$ cat src/rtl/mwf_pkg.sv
// Shared types and constants of the prefix mass window filter.
`timescale 1ns / 1ps

package mwf_pkg;

    localparam int MASS_W      = 31;
    localparam int SHIFT_W     = 21;
    localparam int TOL_W       = 16;
    localparam int SCNT_W      = 3;
    localparam int NODE_W      = 6;
    localparam int SHIFT_REGS  = 4;
    localparam int MAX_SHIFTS  = 4;
    localparam int CFG_IDX_W   = 3;
    localparam int CFG_DATA_W  = 31;
    localparam int CALC_W      = 34;

    localparam logic [TOL_W-1:0] DEFAULT_TOL = 16'd27;

    localparam logic [CFG_IDX_W-1:0] REG_PRECURSOR = 3'd0;
    localparam logic [CFG_IDX_W-1:0] REG_TOLERANCE = 3'd1;
    localparam logic [CFG_IDX_W-1:0] REG_SHIFT_CNT = 3'd2;
    localparam logic [CFG_IDX_W-1:0] REG_SHIFT_A   = 3'd3;
    localparam logic [CFG_IDX_W-1:0] REG_SHIFT_B   = 3'd4;
    localparam logic [CFG_IDX_W-1:0] REG_SHIFT_C   = 3'd5;
    localparam logic [CFG_IDX_W-1:0] REG_SHIFT_D   = 3'd6;

    typedef struct packed {
        logic [MASS_W-1:0] node_mass;
        logic              last_node;
    } t_in;

    typedef struct packed {
        logic [NODE_W-1:0] start_node;
        logic [NODE_W-1:0] end_node;
        logic              found;
        logic              last_result;
    } t_out;

    typedef struct packed {
        logic [MASS_W-1:0] mass;
        logic              store;
        logic              scan;
    } t_cmd;

    typedef enum logic [3:0] {
        S_IDLE,
        S_MINMAX,
        S_LIMS,
        S_RDX,
        S_LDX,
        S_RDY1,
        S_CMP1,
        S_RDY2,
        S_EVAL,
        S_MATCH,
        S_EMIT,
        S_FINISH
    } t_state;

endpackage

$ cat src/rtl/mwf_front.sv
// Input side: accept items, count nodes, turn each stored or last item into a queue command.
`timescale 1ns / 1ps

module mwf_front #(
    parameter int MAX_NODES = 64
) (
    input  logic          i_clk,
    input  logic          i_rst_n,
    input  logic          i_in_valid,
    output logic          o_in_ready,
    input  mwf_pkg::t_in  i_in_data,
    input  logic          i_full,
    output logic          o_push,
    output mwf_pkg::t_cmd o_cmd
);

    localparam int CTR_W = $clog2(MAX_NODES + 1);

    logic [CTR_W-1:0] r_cnt;
    logic [CTR_W-1:0] n_cnt;
    logic             accept;
    logic             has_room;

    assign o_in_ready = !i_full;
    assign accept     = i_in_valid && !i_full;
    assign has_room   = (r_cnt < CTR_W'(MAX_NODES));

    assign o_cmd.mass  = i_in_data.node_mass;
    assign o_cmd.store = has_room;
    assign o_cmd.scan  = i_in_data.last_node;
    assign o_push      = accept && (has_room || i_in_data.last_node);

    always_comb begin
        n_cnt = r_cnt;
        if (accept) begin
            if (i_in_data.last_node) begin
                n_cnt = '0;
            end else if (has_room) begin
                n_cnt = r_cnt + 1'b1;
            end
        end
    end

    always_ff @(posedge i_clk) begin
        if (!i_rst_n) begin
            r_cnt <= '0;
        end else begin
            r_cnt <= n_cnt;
        end
    end

endmodule

$ cat src/rtl/mwf_queue.sv
// Two-entry command queue between the input side and the scan engine.
`timescale 1ns / 1ps

module mwf_queue (
    input  logic          i_clk,
    input  logic          i_rst_n,
    input  logic          i_push,
    input  mwf_pkg::t_cmd i_cmd,
    output logic          o_full,
    input  logic          i_pop,
    output logic          o_valid,
    output mwf_pkg::t_cmd o_cmd
);

    localparam int DEPTH = 2;
    localparam int PTR_W = $clog2(DEPTH);
    localparam int CNT_W = $clog2(DEPTH + 1);

    mwf_pkg::t_cmd    r_data [DEPTH];
    logic [PTR_W-1:0] r_wr;
    logic [PTR_W-1:0] r_rd;
    logic [CNT_W-1:0] r_cnt;
    logic             do_push;
    logic             do_pop;

    assign o_full  = (r_cnt == CNT_W'(DEPTH));
    assign o_valid = (r_cnt != '0);
    assign o_cmd   = r_data[r_rd];
    assign do_push = i_push && !o_full;
    assign do_pop  = i_pop && o_valid;

    always_ff @(posedge i_clk) begin
        if (do_push) begin
            r_data[r_wr] <= i_cmd;
        end
    end

    always_ff @(posedge i_clk) begin
        if (!i_rst_n) begin
            r_wr  <= '0;
            r_rd  <= '0;
            r_cnt <= '0;
        end else begin
            if (do_push) begin
                r_wr <= r_wr + 1'b1;
            end
            if (do_pop) begin
                r_rd <= r_rd + 1'b1;
            end
            if (do_push && !do_pop) begin
                r_cnt <= r_cnt + 1'b1;
            end else if (do_pop && !do_push) begin
                r_cnt <= r_cnt - 1'b1;
            end
        end
    end

endmodule

$ cat src/rtl/mwf_back.sv
// Scan engine: mass store, configuration registers, two-pointer scan, result register.
`timescale 1ns / 1ps

module mwf_back #(
    parameter int MAX_NODES = 64
) (
    input  logic                                i_clk,
    input  logic                                i_rst_n,
    input  logic                                i_q_valid,
    input  mwf_pkg::t_cmd                       i_q_cmd,
    output logic                                o_q_pop,
    input  logic                                i_cfg_valid,
    input  logic [mwf_pkg::CFG_IDX_W-1:0]       i_cfg_index,
    input  logic [mwf_pkg::CFG_DATA_W-1:0]      i_cfg_data,
    output logic                                o_out_valid,
    input  logic                                i_out_ready,
    output mwf_pkg::t_out                       o_out_data
);

    localparam int CTR_W = $clog2(MAX_NODES + 1);
    localparam int IDX_W = $clog2(MAX_NODES);
    localparam int CW    = mwf_pkg::CALC_W;

    logic [mwf_pkg::MASS_W-1:0]         r_mem [MAX_NODES];
    logic [mwf_pkg::MASS_W-1:0]         r_rd_data;
    logic                               rd_en;
    logic [IDX_W-1:0]                   rd_addr;

    logic [mwf_pkg::MASS_W-1:0]         r_prec;
    logic [mwf_pkg::TOL_W-1:0]          r_tol;
    logic [mwf_pkg::SCNT_W-1:0]         r_scnt;
    logic signed [mwf_pkg::SHIFT_W-1:0] r_shift [mwf_pkg::SHIFT_REGS];

    mwf_pkg::t_state                    r_state;
    mwf_pkg::t_state                    n_state;

    logic [CTR_W-1:0]                   r_cnt, n_cnt;
    logic [CTR_W-1:0]                   r_n, n_n;
    logic [CTR_W-1:0]                   r_x, n_x;
    logic [CTR_W-1:0]                   r_y, n_y;
    logic [CTR_W-1:0]                   r_wl, n_wl;
    logic [CTR_W-1:0]                   r_best, n_best;
    logic                               r_bv, n_bv;
    logic [mwf_pkg::MASS_W-1:0]         r_mx, n_mx;
    logic signed [CW-1:0]               r_mm_min, n_mm_min;
    logic signed [CW-1:0]               r_mm_max, n_mm_max;
    logic signed [CW-1:0]               r_lo, n_lo;
    logic signed [CW-1:0]               r_hi, n_hi;
    logic signed [CW-1:0]               r_d, n_d;
    logic                               r_pend_v, n_pend_v;
    mwf_pkg::t_out                      r_pend, n_pend;
    logic                               r_out_v, n_out_v;
    mwf_pkg::t_out                      r_out, n_out;

    logic                               out_free;
    logic signed [CW-1:0]               seg;
    logic signed [CW-1:0]               prec_c;
    logic signed [CW-1:0]               tol_c;
    logic [mwf_pkg::SCNT_W-1:0]         scnt_c;
    logic                               hit;
    logic                               wr_en;
    logic [IDX_W-1:0]                   wr_addr;

    assign out_free    = !r_out_v || i_out_ready;
    assign o_out_valid = r_out_v;
    assign o_out_data  = r_out;
    assign o_q_pop     = (r_state == mwf_pkg::S_IDLE) && i_q_valid;
    assign wr_en       = o_q_pop && i_q_cmd.store;
    assign wr_addr     = r_cnt[IDX_W-1:0];

    assign prec_c = {{(CW - mwf_pkg::MASS_W){1'b0}}, r_prec};
    assign tol_c  = {{(CW - mwf_pkg::TOL_W){1'b0}}, r_tol};
    assign seg    = {{(CW - mwf_pkg::MASS_W){1'b0}}, r_rd_data}
                  - {{(CW - mwf_pkg::MASS_W){1'b0}}, r_mx};
    assign scnt_c = (r_scnt > mwf_pkg::SCNT_W'(mwf_pkg::MAX_SHIFTS))
                  ? mwf_pkg::SCNT_W'(mwf_pkg::MAX_SHIFTS) : r_scnt;

    always_comb begin
        logic signed [CW-1:0] e;
        logic signed [CW-1:0] sh;
        hit = 1'b0;
        e = r_d;
        if (e >= -tol_c && e <= tol_c) begin
            hit = 1'b1;
        end
        e = r_d - tol_c;
        if (e >= -tol_c && e <= tol_c) begin
            hit = 1'b1;
        end
        for (int i = 0; i < mwf_pkg::SHIFT_REGS; i++) begin
            sh = {{(CW - mwf_pkg::SHIFT_W){r_shift[i][mwf_pkg::SHIFT_W-1]}}, r_shift[i]};
            e  = r_d - sh;
            if (mwf_pkg::SCNT_W'(i) < scnt_c && e >= -tol_c && e <= tol_c) begin
                hit = 1'b1;
            end
        end
    end

    always_comb begin
        rd_en   = 1'b0;
        rd_addr = r_y[IDX_W-1:0];
        case (r_state)
            mwf_pkg::S_RDX: begin
                rd_en   = 1'b1;
                rd_addr = r_x[IDX_W-1:0];
            end
            mwf_pkg::S_RDY1, mwf_pkg::S_RDY2: begin
                rd_en = 1'b1;
            end
            default: begin
                rd_en = 1'b0;
            end
        endcase
    end

    always_comb begin
        n_state = r_state;
        case (r_state)
            mwf_pkg::S_IDLE: begin
                if (i_q_valid && i_q_cmd.scan) begin
                    n_state = mwf_pkg::S_MINMAX;
                end
            end
            mwf_pkg::S_MINMAX: n_state = mwf_pkg::S_LIMS;
            mwf_pkg::S_LIMS:   n_state = mwf_pkg::S_RDX;
            mwf_pkg::S_RDX: begin
                n_state = (r_x < r_n) ? mwf_pkg::S_LDX : mwf_pkg::S_FINISH;
            end
            mwf_pkg::S_LDX:    n_state = mwf_pkg::S_RDY1;
            mwf_pkg::S_RDY1: begin
                n_state = (r_y < r_n) ? mwf_pkg::S_CMP1 : mwf_pkg::S_FINISH;
            end
            mwf_pkg::S_CMP1: begin
                n_state = (seg < r_lo) ? mwf_pkg::S_RDY1 : mwf_pkg::S_EVAL;
            end
            mwf_pkg::S_EVAL: begin
                n_state = (seg <= r_hi) ? mwf_pkg::S_MATCH : mwf_pkg::S_EMIT;
            end
            mwf_pkg::S_MATCH:  n_state = mwf_pkg::S_RDY2;
            mwf_pkg::S_RDY2: begin
                n_state = (r_y < r_n) ? mwf_pkg::S_EVAL : mwf_pkg::S_EMIT;
            end
            mwf_pkg::S_EMIT: begin
                if (!(r_bv && r_pend_v && !out_free)) begin
                    n_state = mwf_pkg::S_RDX;
                end
            end
            mwf_pkg::S_FINISH: begin
                if (out_free) begin
                    n_state = mwf_pkg::S_IDLE;
                end
            end
            default: n_state = mwf_pkg::S_IDLE;
        endcase
    end

    always_comb begin
        logic signed [CW-1:0] shx;
        shx      = '0;
        n_cnt    = r_cnt;
        n_n      = r_n;
        n_x      = r_x;
        n_y      = r_y;
        n_wl     = r_wl;
        n_best   = r_best;
        n_bv     = r_bv;
        n_mx     = r_mx;
        n_mm_min = r_mm_min;
        n_mm_max = r_mm_max;
        n_lo     = r_lo;
        n_hi     = r_hi;
        n_d      = r_d;
        n_pend_v = r_pend_v;
        n_pend   = r_pend;
        n_out_v  = r_out_v && !i_out_ready;
        n_out    = r_out;
        case (r_state)
            mwf_pkg::S_IDLE: begin
                if (i_q_valid) begin
                    if (i_q_cmd.store) begin
                        n_cnt = r_cnt + 1'b1;
                    end
                end
            end
            mwf_pkg::S_MINMAX: begin
                n_mm_min = '0;
                n_mm_max = tol_c;
                for (int i = 0; i < mwf_pkg::SHIFT_REGS; i++) begin
                    shx = {{(CW - mwf_pkg::SHIFT_W){r_shift[i][mwf_pkg::SHIFT_W-1]}},
                           r_shift[i]};
                    if (mwf_pkg::SCNT_W'(i) < scnt_c) begin
                        if (shx < n_mm_min) begin
                            n_mm_min = shx;
                        end
                        if (shx > n_mm_max) begin
                            n_mm_max = shx;
                        end
                    end
                end
                n_n = r_cnt;
            end
            mwf_pkg::S_LIMS: begin
                n_lo     = prec_c - r_mm_max - tol_c;
                n_hi     = prec_c - r_mm_min + tol_c;
                n_x      = '0;
                n_wl     = CTR_W'(1);
                n_pend_v = 1'b0;
            end
            mwf_pkg::S_LDX: begin
                n_mx = r_rd_data;
                n_y  = r_wl;
                n_bv = 1'b0;
            end
            mwf_pkg::S_CMP1: begin
                if (seg < r_lo) begin
                    n_y = r_y + 1'b1;
                end else begin
                    n_wl = r_y;
                end
            end
            mwf_pkg::S_EVAL: begin
                n_d = prec_c - seg;
            end
            mwf_pkg::S_MATCH: begin
                if (hit) begin
                    n_best = r_y;
                    n_bv   = 1'b1;
                end
                n_y = r_y + 1'b1;
            end
            mwf_pkg::S_EMIT: begin
                if (r_bv) begin
                    if (!r_pend_v || out_free) begin
                        if (r_pend_v) begin
                            n_out_v = 1'b1;
                            n_out   = r_pend;
                        end
                        n_pend_v           = 1'b1;
                        n_pend.start_node  = mwf_pkg::NODE_W'(r_x);
                        n_pend.end_node    = mwf_pkg::NODE_W'(r_best);
                        n_pend.found       = 1'b1;
                        n_pend.last_result = 1'b0;
                        n_x                = r_x + 1'b1;
                    end
                end else begin
                    n_x = r_x + 1'b1;
                end
            end
            mwf_pkg::S_FINISH: begin
                if (out_free) begin
                    n_out_v = 1'b1;
                    if (r_pend_v) begin
                        n_out = r_pend;
                    end else begin
                        n_out.start_node = '0;
                        n_out.end_node   = '0;
                        n_out.found      = 1'b0;
                    end
                    n_out.last_result = 1'b1;
                    n_pend_v          = 1'b0;
                    n_cnt             = '0;
                end
            end
            default: begin
                n_cnt = r_cnt;
            end
        endcase
    end

    always_ff @(posedge i_clk) begin
        if (wr_en) begin
            r_mem[wr_addr] <= i_q_cmd.mass;
        end
        if (rd_en) begin
            r_rd_data <= r_mem[rd_addr];
        end
    end

    always_ff @(posedge i_clk) begin
        if (!i_rst_n) begin
            r_prec <= '0;
            r_tol  <= mwf_pkg::DEFAULT_TOL;
            r_scnt <= '0;
            for (int i = 0; i < mwf_pkg::SHIFT_REGS; i++) begin
                r_shift[i] <= '0;
            end
        end else if (i_cfg_valid) begin
            case (i_cfg_index)
                mwf_pkg::REG_PRECURSOR: r_prec <= i_cfg_data[mwf_pkg::MASS_W-1:0];
                mwf_pkg::REG_TOLERANCE: r_tol  <= i_cfg_data[mwf_pkg::TOL_W-1:0];
                mwf_pkg::REG_SHIFT_CNT: r_scnt <= i_cfg_data[mwf_pkg::SCNT_W-1:0];
                mwf_pkg::REG_SHIFT_A:   r_shift[0] <= i_cfg_data[mwf_pkg::SHIFT_W-1:0];
                mwf_pkg::REG_SHIFT_B:   r_shift[1] <= i_cfg_data[mwf_pkg::SHIFT_W-1:0];
                mwf_pkg::REG_SHIFT_C:   r_shift[2] <= i_cfg_data[mwf_pkg::SHIFT_W-1:0];
                mwf_pkg::REG_SHIFT_D:   r_shift[3] <= i_cfg_data[mwf_pkg::SHIFT_W-1:0];
                default: r_scnt <= r_scnt;
            endcase
        end
    end

    always_ff @(posedge i_clk) begin
        r_mx     <= n_mx;
        r_mm_min <= n_mm_min;
        r_mm_max <= n_mm_max;
        r_lo     <= n_lo;
        r_hi     <= n_hi;
        r_d      <= n_d;
        r_pend   <= n_pend;
        r_out    <= n_out;
        r_best   <= n_best;
    end

    always_ff @(posedge i_clk) begin
        if (!i_rst_n) begin
            r_state  <= mwf_pkg::S_IDLE;
            r_cnt    <= '0;
            r_n      <= '0;
            r_x      <= '0;
            r_y      <= '0;
            r_wl     <= CTR_W'(1);
            r_bv     <= 1'b0;
            r_pend_v <= 1'b0;
            r_out_v  <= 1'b0;
        end else begin
            r_state  <= n_state;
            r_cnt    <= n_cnt;
            r_n      <= n_n;
            r_x      <= n_x;
            r_y      <= n_y;
            r_wl     <= n_wl;
            r_bv     <= n_bv;
            r_pend_v <= n_pend_v;
            r_out_v  <= n_out_v;
        end
    end

endmodule

$ cat src/rtl/prefix_mass_window_filter.sv
// Top level of the prefix mass window filter: input side, command queue, scan engine.
// Node items enter one per cycle while the two-entry queue is not full; input runs ahead.
// The scan sets bounds, then per start node loads its mass, moves the left edge past nodes
// below the window and tests nodes in it, then emits the last result; output stalls hold it.
// Nodes of the next protein are stored only after the last result item is registered.
// Reset is synchronous, active low; it restores register defaults, mass store left unset.
`timescale 1ns / 1ps

module prefix_mass_window_filter #(
    parameter int MAX_NODES = 64
) (
    input  logic                           i_clk,
    input  logic                           i_rst_n,
    input  logic                           i_in_valid,
    output logic                           o_in_ready,
    input  mwf_pkg::t_in                   i_in_data,
    output logic                           o_out_valid,
    input  logic                           i_out_ready,
    output mwf_pkg::t_out                  o_out_data,
    input  logic                           i_cfg_valid,
    output logic                           o_cfg_ready,
    input  logic [mwf_pkg::CFG_IDX_W-1:0]  i_cfg_index,
    input  logic [mwf_pkg::CFG_DATA_W-1:0] i_cfg_data
);

    logic          push;
    logic          full;
    logic          pop;
    logic          q_valid;
    mwf_pkg::t_cmd push_cmd;
    mwf_pkg::t_cmd q_cmd;

    assign o_cfg_ready = 1'b1;

    mwf_front #(
        .MAX_NODES (MAX_NODES)
    ) u_front (
        .i_clk      (i_clk),
        .i_rst_n    (i_rst_n),
        .i_in_valid (i_in_valid),
        .o_in_ready (o_in_ready),
        .i_in_data  (i_in_data),
        .i_full     (full),
        .o_push     (push),
        .o_cmd      (push_cmd)
    );

    mwf_queue u_queue (
        .i_clk   (i_clk),
        .i_rst_n (i_rst_n),
        .i_push  (push),
        .i_cmd   (push_cmd),
        .o_full  (full),
        .i_pop   (pop),
        .o_valid (q_valid),
        .o_cmd   (q_cmd)
    );

    mwf_back #(
        .MAX_NODES (MAX_NODES)
    ) u_back (
        .i_clk       (i_clk),
        .i_rst_n     (i_rst_n),
        .i_q_valid   (q_valid),
        .i_q_cmd     (q_cmd),
        .o_q_pop     (pop),
        .i_cfg_valid (i_cfg_valid),
        .i_cfg_index (i_cfg_index),
        .i_cfg_data  (i_cfg_data),
        .o_out_valid (o_out_valid),
        .i_out_ready (i_out_ready),
        .o_out_data  (o_out_data)
    );

endmodule

$ cat config.mk
export PLATFORM = sky130hd
export DESIGN_NAME = prefix_mass_window_filter
export DESIGN_NICKNAME = d
export VERILOG_FILES = /design/src/rtl/mwf_pkg.sv /design/src/rtl/mwf_front.sv /design/src/rtl/mwf_queue.sv /design/src/rtl/mwf_back.sv /design/src/rtl/prefix_mass_window_filter.sv
export SDC_FILE = /design/constraint.sdc
export NUM_CORES = 2
export LEC_CHECK = 0
export BUFFER_PORTS_ARGS = -buffer_cell sky130_fd_sc_hd__buf_2
export CELL_PAD_IN_SITES_DETAIL_PLACEMENT = 1
export CELL_PAD_IN_SITES_GLOBAL_PLACEMENT = 2
export CORE_MARGIN = 1
export CORE_UTILIZATION = 28
export DETAILED_ROUTE_END_ITERATION = 10
export PLACE_DENSITY_LB_ADDON = 0.08
export SYNTH_ARGS = -nofsm -noshare
export SYNTH_HDL_FRONTEND = slang
export SYNTH_SLANG_ARGS = --single-unit
$ cat constraint.sdc
create_clock -name i_clk -period 14.47 [get_ports i_clk]
set_clock_uncertainty 0.05 [all_clocks]
set_input_delay 0.7235 -clock i_clk [delete_from_list [all_inputs] [get_ports i_clk]]
set_output_delay 0.7235 -clock i_clk [all_outputs]
set_load 0.01 [all_outputs]
# == Word level (Yosys, flattened, before mapping) ==
# Memories as Yosys holds them, arrays and structs flattened. A register that Yosys moved wholly into a read port is not among the register bits.
# Cells that the tools add are included.
# totals
ff_bits,336
ram_bits,2134
output_inout_bits,17
elab_cells,274
mem_count,3
# memory_table
memory,depth,width,rd,rd_ports_with_merged_regs,wr,line,rtl
u_back.r_mem,64,31,1,1,1,mwf_back.sv:24,logic [mwf_pkg::MASS_W-1:0] r_mem [MAX_NODES];
u_back.r_shift,4,21,4,0,4,mwf_back.sv:32,logic signed [mwf_pkg::SHIFT_W-1:0] r_shift [mwf_pkg::SHIFT_REGS];
u_queue.r_data,2,33,1,1,1,mwf_queue.sv:19,mwf_pkg::t_cmd r_data [DEPTH];
# classes
addsub,20
n_lt_le_gt_ge,30
n_eq_ne,30
mux,99
bitwise_logic,4
reduce_logical,59
# ops
cell,n
two-way mux 34 bit,22
>= comparator 34 bit,6
<= comparator 34 x 17 -> 1 bit,6
subtractor 34 x 21 -> 34 bit,4
> comparator 21 x 34 -> 1 bit,3
less-than comparator 21 x 34 -> 1 bit,3
subtractor 32 x 34 -> 34 bit,3
two-way mux 21 bit,4
subtractor 34 x 17 -> 34 bit,2
two-way mux 7 bit,9
two-way mux 14 bit,4
one-hot mux 4 bit (12 select lines),1
one-hot mux 7 bit (2 select lines),3
two-way mux 1 bit,38
adder 34 x 17 -> 34 bit,1
<= comparator 34 bit,1
less-than comparator 34 bit,1
negation 16 -> 34 bit,1
subtractor 31 x 31 -> 32 bit,1
adder 7 x 1 -> 7 bit (second input constant),4
one-hot mux 14 bit (2 select lines),1
two-way mux 4 bit,6
logical AND 1 bit,22
> comparator 21 x 17 -> 1 bit,1
39 further kinds,95

# == Depth between registers and ports, before layout ==
# depth
ltp_word,16
ltp_mapped,59
mapped_depth_nobuf,53

# == Modules after synthesis ==
# A second synthesis with hierarchy kept.
# unflattened
hier_cells,8629
area_unflattened_um2,122849.1
# modules_own_cells
module,instances,cells_each,area_per_inst_um2
mwf_back,1,8419,119583.4
mwf_queue,1,128,2610.0
mwf_front,1,80,644.4
prefix_mass_window_filter,1,2,11.3

# == Worst setup path after synthesis ==
# Ideal clock, no wire load.
# synth_path
path_type,register to register
from,register u_back.r_tol[15] in the netlist's numbering
to,register u_back.r_mm_max[10] (data pin)
arrival_time_ps,10565
required_time_ps,14142
slack_ps,3577
stages_incl_launch_ff,59
n_path_buf,8
period_less_slack_ps,10893
cell_sequence,dfxtp_1 > clkbuf_1 > clkbuf_1 > inv_1 > ha_1 > nand3_1 > nor3_1 > o31ai_1 > o21a_1 > nor3_1 > o21ai_0 > a21oi_1 > buf_1 > clkbuf_1 > mux2i_1 > ha_1 > nor2b_1 > o21a_1 > [23 not listed] > clkbuf_1 > o21a_1 > ha_1 > nor2b_1 > o21a_1 > o21a_1 > o21a_1 > o21a_1 > o21a_1 > o21bai_1 > a21oi_1 > o21ai_1 > mux2i_1 > nor2_1 > or2_2 > clkbuf_1 > clkbuf_1 > o221ai_1
# synth_via
elab_chain_len,15
# synth_lines
element,line,rtl
from (decl),mwf_back.sv:30,logic [mwf_pkg::TOL_W-1:0] r_tol;
from (signal assigned),mwf_back.sv:282,r_tol <= mwf_pkg::DEFAULT_TOL;
from (signal assigned),mwf_back.sv:290,mwf_pkg::REG_TOLERANCE: r_tol <= i_cfg_data[mwf_pkg::TOL_W-1:0];
> comparator 21 x 17 -> 1 bit,mwf_back.sv:195,if (shx > n_mm_max) begin
two-way mux 34 bit,mwf_back.sv:195,
two-way mux 34 bit (*),mwf_back.sv:191,if (mwf_pkg::SCNT_W'(i) < scnt_c) begin
two-way mux 34 bit (*),mwf_back.sv:177,case (r_state)
> comparator 21 x 34 -> 1 bit,mwf_back.sv:195,
two-way mux 34 bit,mwf_back.sv:195,
two-way mux 34 bit (*),mwf_back.sv:191,
two-way mux 34 bit (*),mwf_back.sv:177,
> comparator 21 x 34 -> 1 bit,mwf_back.sv:195,
two-way mux 34 bit,mwf_back.sv:195,
two-way mux 34 bit (*),mwf_back.sv:191,
two-way mux 34 bit (*),mwf_back.sv:177,
> comparator 21 x 34 -> 1 bit,mwf_back.sv:195,
two-way mux 34 bit,mwf_back.sv:195,
two-way mux 34 bit (*),mwf_back.sv:191,
to (signal assigned),mwf_back.sv:304,r_mm_max <= n_mm_max;
to (decl),mwf_back.sv:46,"logic signed [CW-1:0] r_mm_max, n_mm_max;"
# Mark *: on every way between the ends. The rest lies on a longest branch, timed or not. The select of a mux whose other input is x is not followed.
# A chain may end at the register's enable or synchronous reset.

==> reports/metrics.csv <==
metric;value;unit
grt_pass1_wl;638000;microns
worstSetupStartpointType;register;
path_class;register to register;
cp.required;15.13;ns
vias;75800;
finalSetupViolations;0;
core_area;434000;sq um
hold_path_class;input port to register;
grt_remaining_overflow;0;
combPwrFrac;0.147;
netlist_instances;8504;
synth_fa_ha_area_frac;0.0897;
endpoint_kind;register;
ir_drop;98.5;uV
pwr-share-clk;0.396;
area_growth_syn_to_layout;16.0;%
intPower;13800;uW
post-place-cells;14300;
clockRootBuffer;clkbuf_16;
slew_violations;0;
p_leak;0.0504;uW
share_seq_of_total_power;0.457;
layout_common_cells;edfxtp_1 (2372), ha_1 (811), nand2_1 (655);
final_nets;9806;
ant_nets;0;
port_buffers;86;
crit_slowest_cell;or4b_2;
worstPathArrival;12.92;ns
dr.pass1.iters;5;
hold_viol;0;
syn_avg_cell_area;14.3;sq um
stdcell_count;14900;
rows;242;
num_io_pins;88;
synth_xor_xnor_area_share;0.0205;
synth.area.mux_share;0.101;
status;complete, no violations;
drt-vias-per-instance;5.10;
max_stage_delay;0.62;ns
worst_slew_pin_slew;1.37;ns
drt_iter0_drc;4767;
rsz0062_at_grt;no;
grt_usage;0.206;
grt_pass1_vias;81900;
grt_start_max_net_pins;95;
synth.cell_area;122000;sq um
cp_top_family;compound AO/OA/AOI/OAI gates;
n_fill_cell;45200;
start_util;0.281;
cap_violations;0;
max_slew_margin;0.0827;
antenna_found_initial;28;
ys_warn_count;0;
synth_top_family_by_area;multiplexers;
numCtsBuffers;303;
crit_fanout;24;
synth_edf_count;2372;
wire_per_inst;30.7;microns
fin_crit_sh;0.848;
timing.critical_path.buf_inv;5;
cts_tree;done;
globalplace.congestion;0.848;
switching_share;0.277;
ys_ff_latch;2476;
power.density;135;nW/um^2
synthArstFlopShare;0;
clock_sinks;2476;
netSwitchingPower;5290;uW
cts.clk_slew.worst_paths;0.06;ns
yosysUniqueCellTypes;95;
fin_ws;2.20;ns
final_common_cell;edfxtp_1;
synth_compound_area_frac;0.0896;
dieArea;438000;sq um
synthSimpleGateAreaFrac;0.0735;
wirelength;456000;microns
crit_top_cell;o21a_1;
clk_latency;0.92;ns
fin_crit;12.27;ns
fin_tns_setup;0;ns
synthFlopType;edfxtp_1;
cts.path.max_buffers;4;
die_h;662;microns
max_freq;81.5;MHz
hpwlAfterDp;305000;microns
die_x;662;microns
cts-resized-gates;0;
dpl_worst_slack;2.28;ns
drc;0;
layout-drive-gt1-share;0.161;
seq_area_frac_synth;0.601;
cts.htree.levels;5;
[cells by family after synthesis]
kind of cell             Yosys count
buffers and inverters            778
multiplexers                     609
AO/OA/AOI/OAI                   1667
adder cells (fa/ha/maj)          851
flip-flops                      2476
AND/OR/NAND/NOR                 1838
XOR/XNOR                         284
other                              1
[what timing repair did]
item	4_1_cts	5_1_grt
hold buffers	41	0
hold endpoints to repair	73	0
endpoints found under the setup margin	0	0
setup buffers	0	0
[power groups by stage]
stage | combinational, uW | clock, uW | sequential [uW]
final | 2800 | 7570 | 8740
after global routing | 3060 | 8040 | 8750
after CTS | 2880 | 7800 | 8740
after detailed placement | 2850 | 0 | 8890
after global placement | 2800 | 0 | 8890
after floorplan | 1570 | 0 | 8770
[flip-flops by register name (all words and copies together), names as in the netlist, 12 cells and up, named ones only]
name               count
u_back.r_mem        1984
u_back.r_shift        84
u_queue.r_data        66
u_back.r_d            34
u_back.r_hi           34
u_back.r_lo           34
u_back.r_mx           31
u_back.r_prec         31
u_back.r_rd_data      31
u_back.r_mm_max       21
u_back.r_mm_min       21
u_back.r_tol          16
u_back.o_out_data     14
u_back.r_pend         12
[area by class of cell]
cell class / instances / area, sq um / share of cell area
multi-input combinational: 5251 / 46500 / 0.329
inverter: 473 / 1780 / 0.0126
tap: 5734 / 7170 / 0.0507
clock buffer: 381 / 8090 / 0.0572
antenna: 15 / 37.5 / 0.000265
timing repair buffer: 379 / 2860 / 0.0202
sequential: 2476 / 73300 / 0.518
clock inverter: 171 / 1680 / 0.0119
[synthesized netlist by cell type, types with 11 or more instances]
| cell type | number | area [sq um] |
|---|---|---|
| edfxtp_1 | 2372 | 71200 |
| ha_1 | 811 | 10100 |
| nand2_1 | 655 | 2460 |
| mux4_2 | 496 | 11200 |
| a21oi_1 | 494 | 2470 |
| inv_1 | 471 | 1770 |
| nor2_1 | 320 | 1200 |
| and2_1 | 236 | 1480 |
| clkbuf_1 | 234 | 878 |
| a21o_1 | 221 | 1660 |
| o21ai_0 | 218 | 1090 |
| a211oi_1 | 199 | 1490 |
| xnor2_1 | 175 | 1530 |
| nand4_1 | 121 | 757 |
| xor2_1 | 108 | 946 |
| dfxtp_1 | 104 | 2080 |
| o21a_1 | 103 | 773 |
| a31oi_1 | 94 | 588 |
| nand3_1 | 92 | 460 |
| nor3_1 | 91 | 455 |
| nor2b_1 | 86 | 538 |
| a311oi_1 | 70 | 613 |
| mux2i_1 | 69 | 691 |
| nand2b_1 | 60 | 375 |
| mux2_2 | 44 | 495 |
| buf_1 | 41 | 154 |
| fa_1 | 40 | 801 |
| nor4_1 | 31 | 194 |
| o21bai_1 | 28 | 210 |
| or3_1 | 28 | 175 |
| buf_2 | 26 | 130 |
| o31ai_1 | 25 | 188 |
| o211ai_1 | 24 | 180 |
| o221ai_1 | 24 | 210 |
| and3_1 | 23 | 144 |
| or2_2 | 22 | 138 |
| nand3b_1 | 18 | 135 |
| o21ai_1 | 17 | 85.1 |
| a2111oi_0 | 16 | 140 |
| or4_1 | 15 | 113 |
| a41oi_1 | 12 | 105 |
| a211o_1 | 11 | 96.3 |
| o22ai_1 | 11 | 68.8 |
[layer usage]
| layer | wire [microns] | vias up | GRT usage |
|---|---|---|---|
| li1 | - | 33900 | - |
| met1 | 192000 | 40200 | 0.256 |
| met2 | 236000 | 1203 | 0.375 |
| met3 | 13500 | 472 | 0.0187 |
| met4 | 14900 | 0 | 0.0613 |
| met5 | 0 | - | 0 |
[final timing paths]
path | from | to | slack (ns) | cells after the start
max | u_back.r_shift[0][20] | u_back.r_mm_max[9] | 2.20 | 48
min | i_cfg_data[8] | u_back.r_tol[8] | 0.15 | 3
max reg2reg | u_back.r_shift[0][20] | u_back.r_mm_max[9] | 2.20 | 48
min reg2reg | u_back.r_best[0] | u_back.r_pend[2] | 0.37 | 0
[worst min-delay path, cell delays in order]
cell and delay, ns:
buf_2 0.18, nand2_1 0.08, a21oi_1 0.05
[through the flow]
stage               total power [uW]  hold WS [ns]  area (sq um)   util
floorplan                      10300         0.350        122000      -
global placement               11700         0.354        131000  0.302
detailed placement             11700         0.357        131000  0.302
CTS                            19400        0.0638        141000  0.326
global route                   19900         0.122        141000  0.326
finish                         19100         0.152        141000  0.326
No activity file was read; power rests on OpenSTA's default activity.
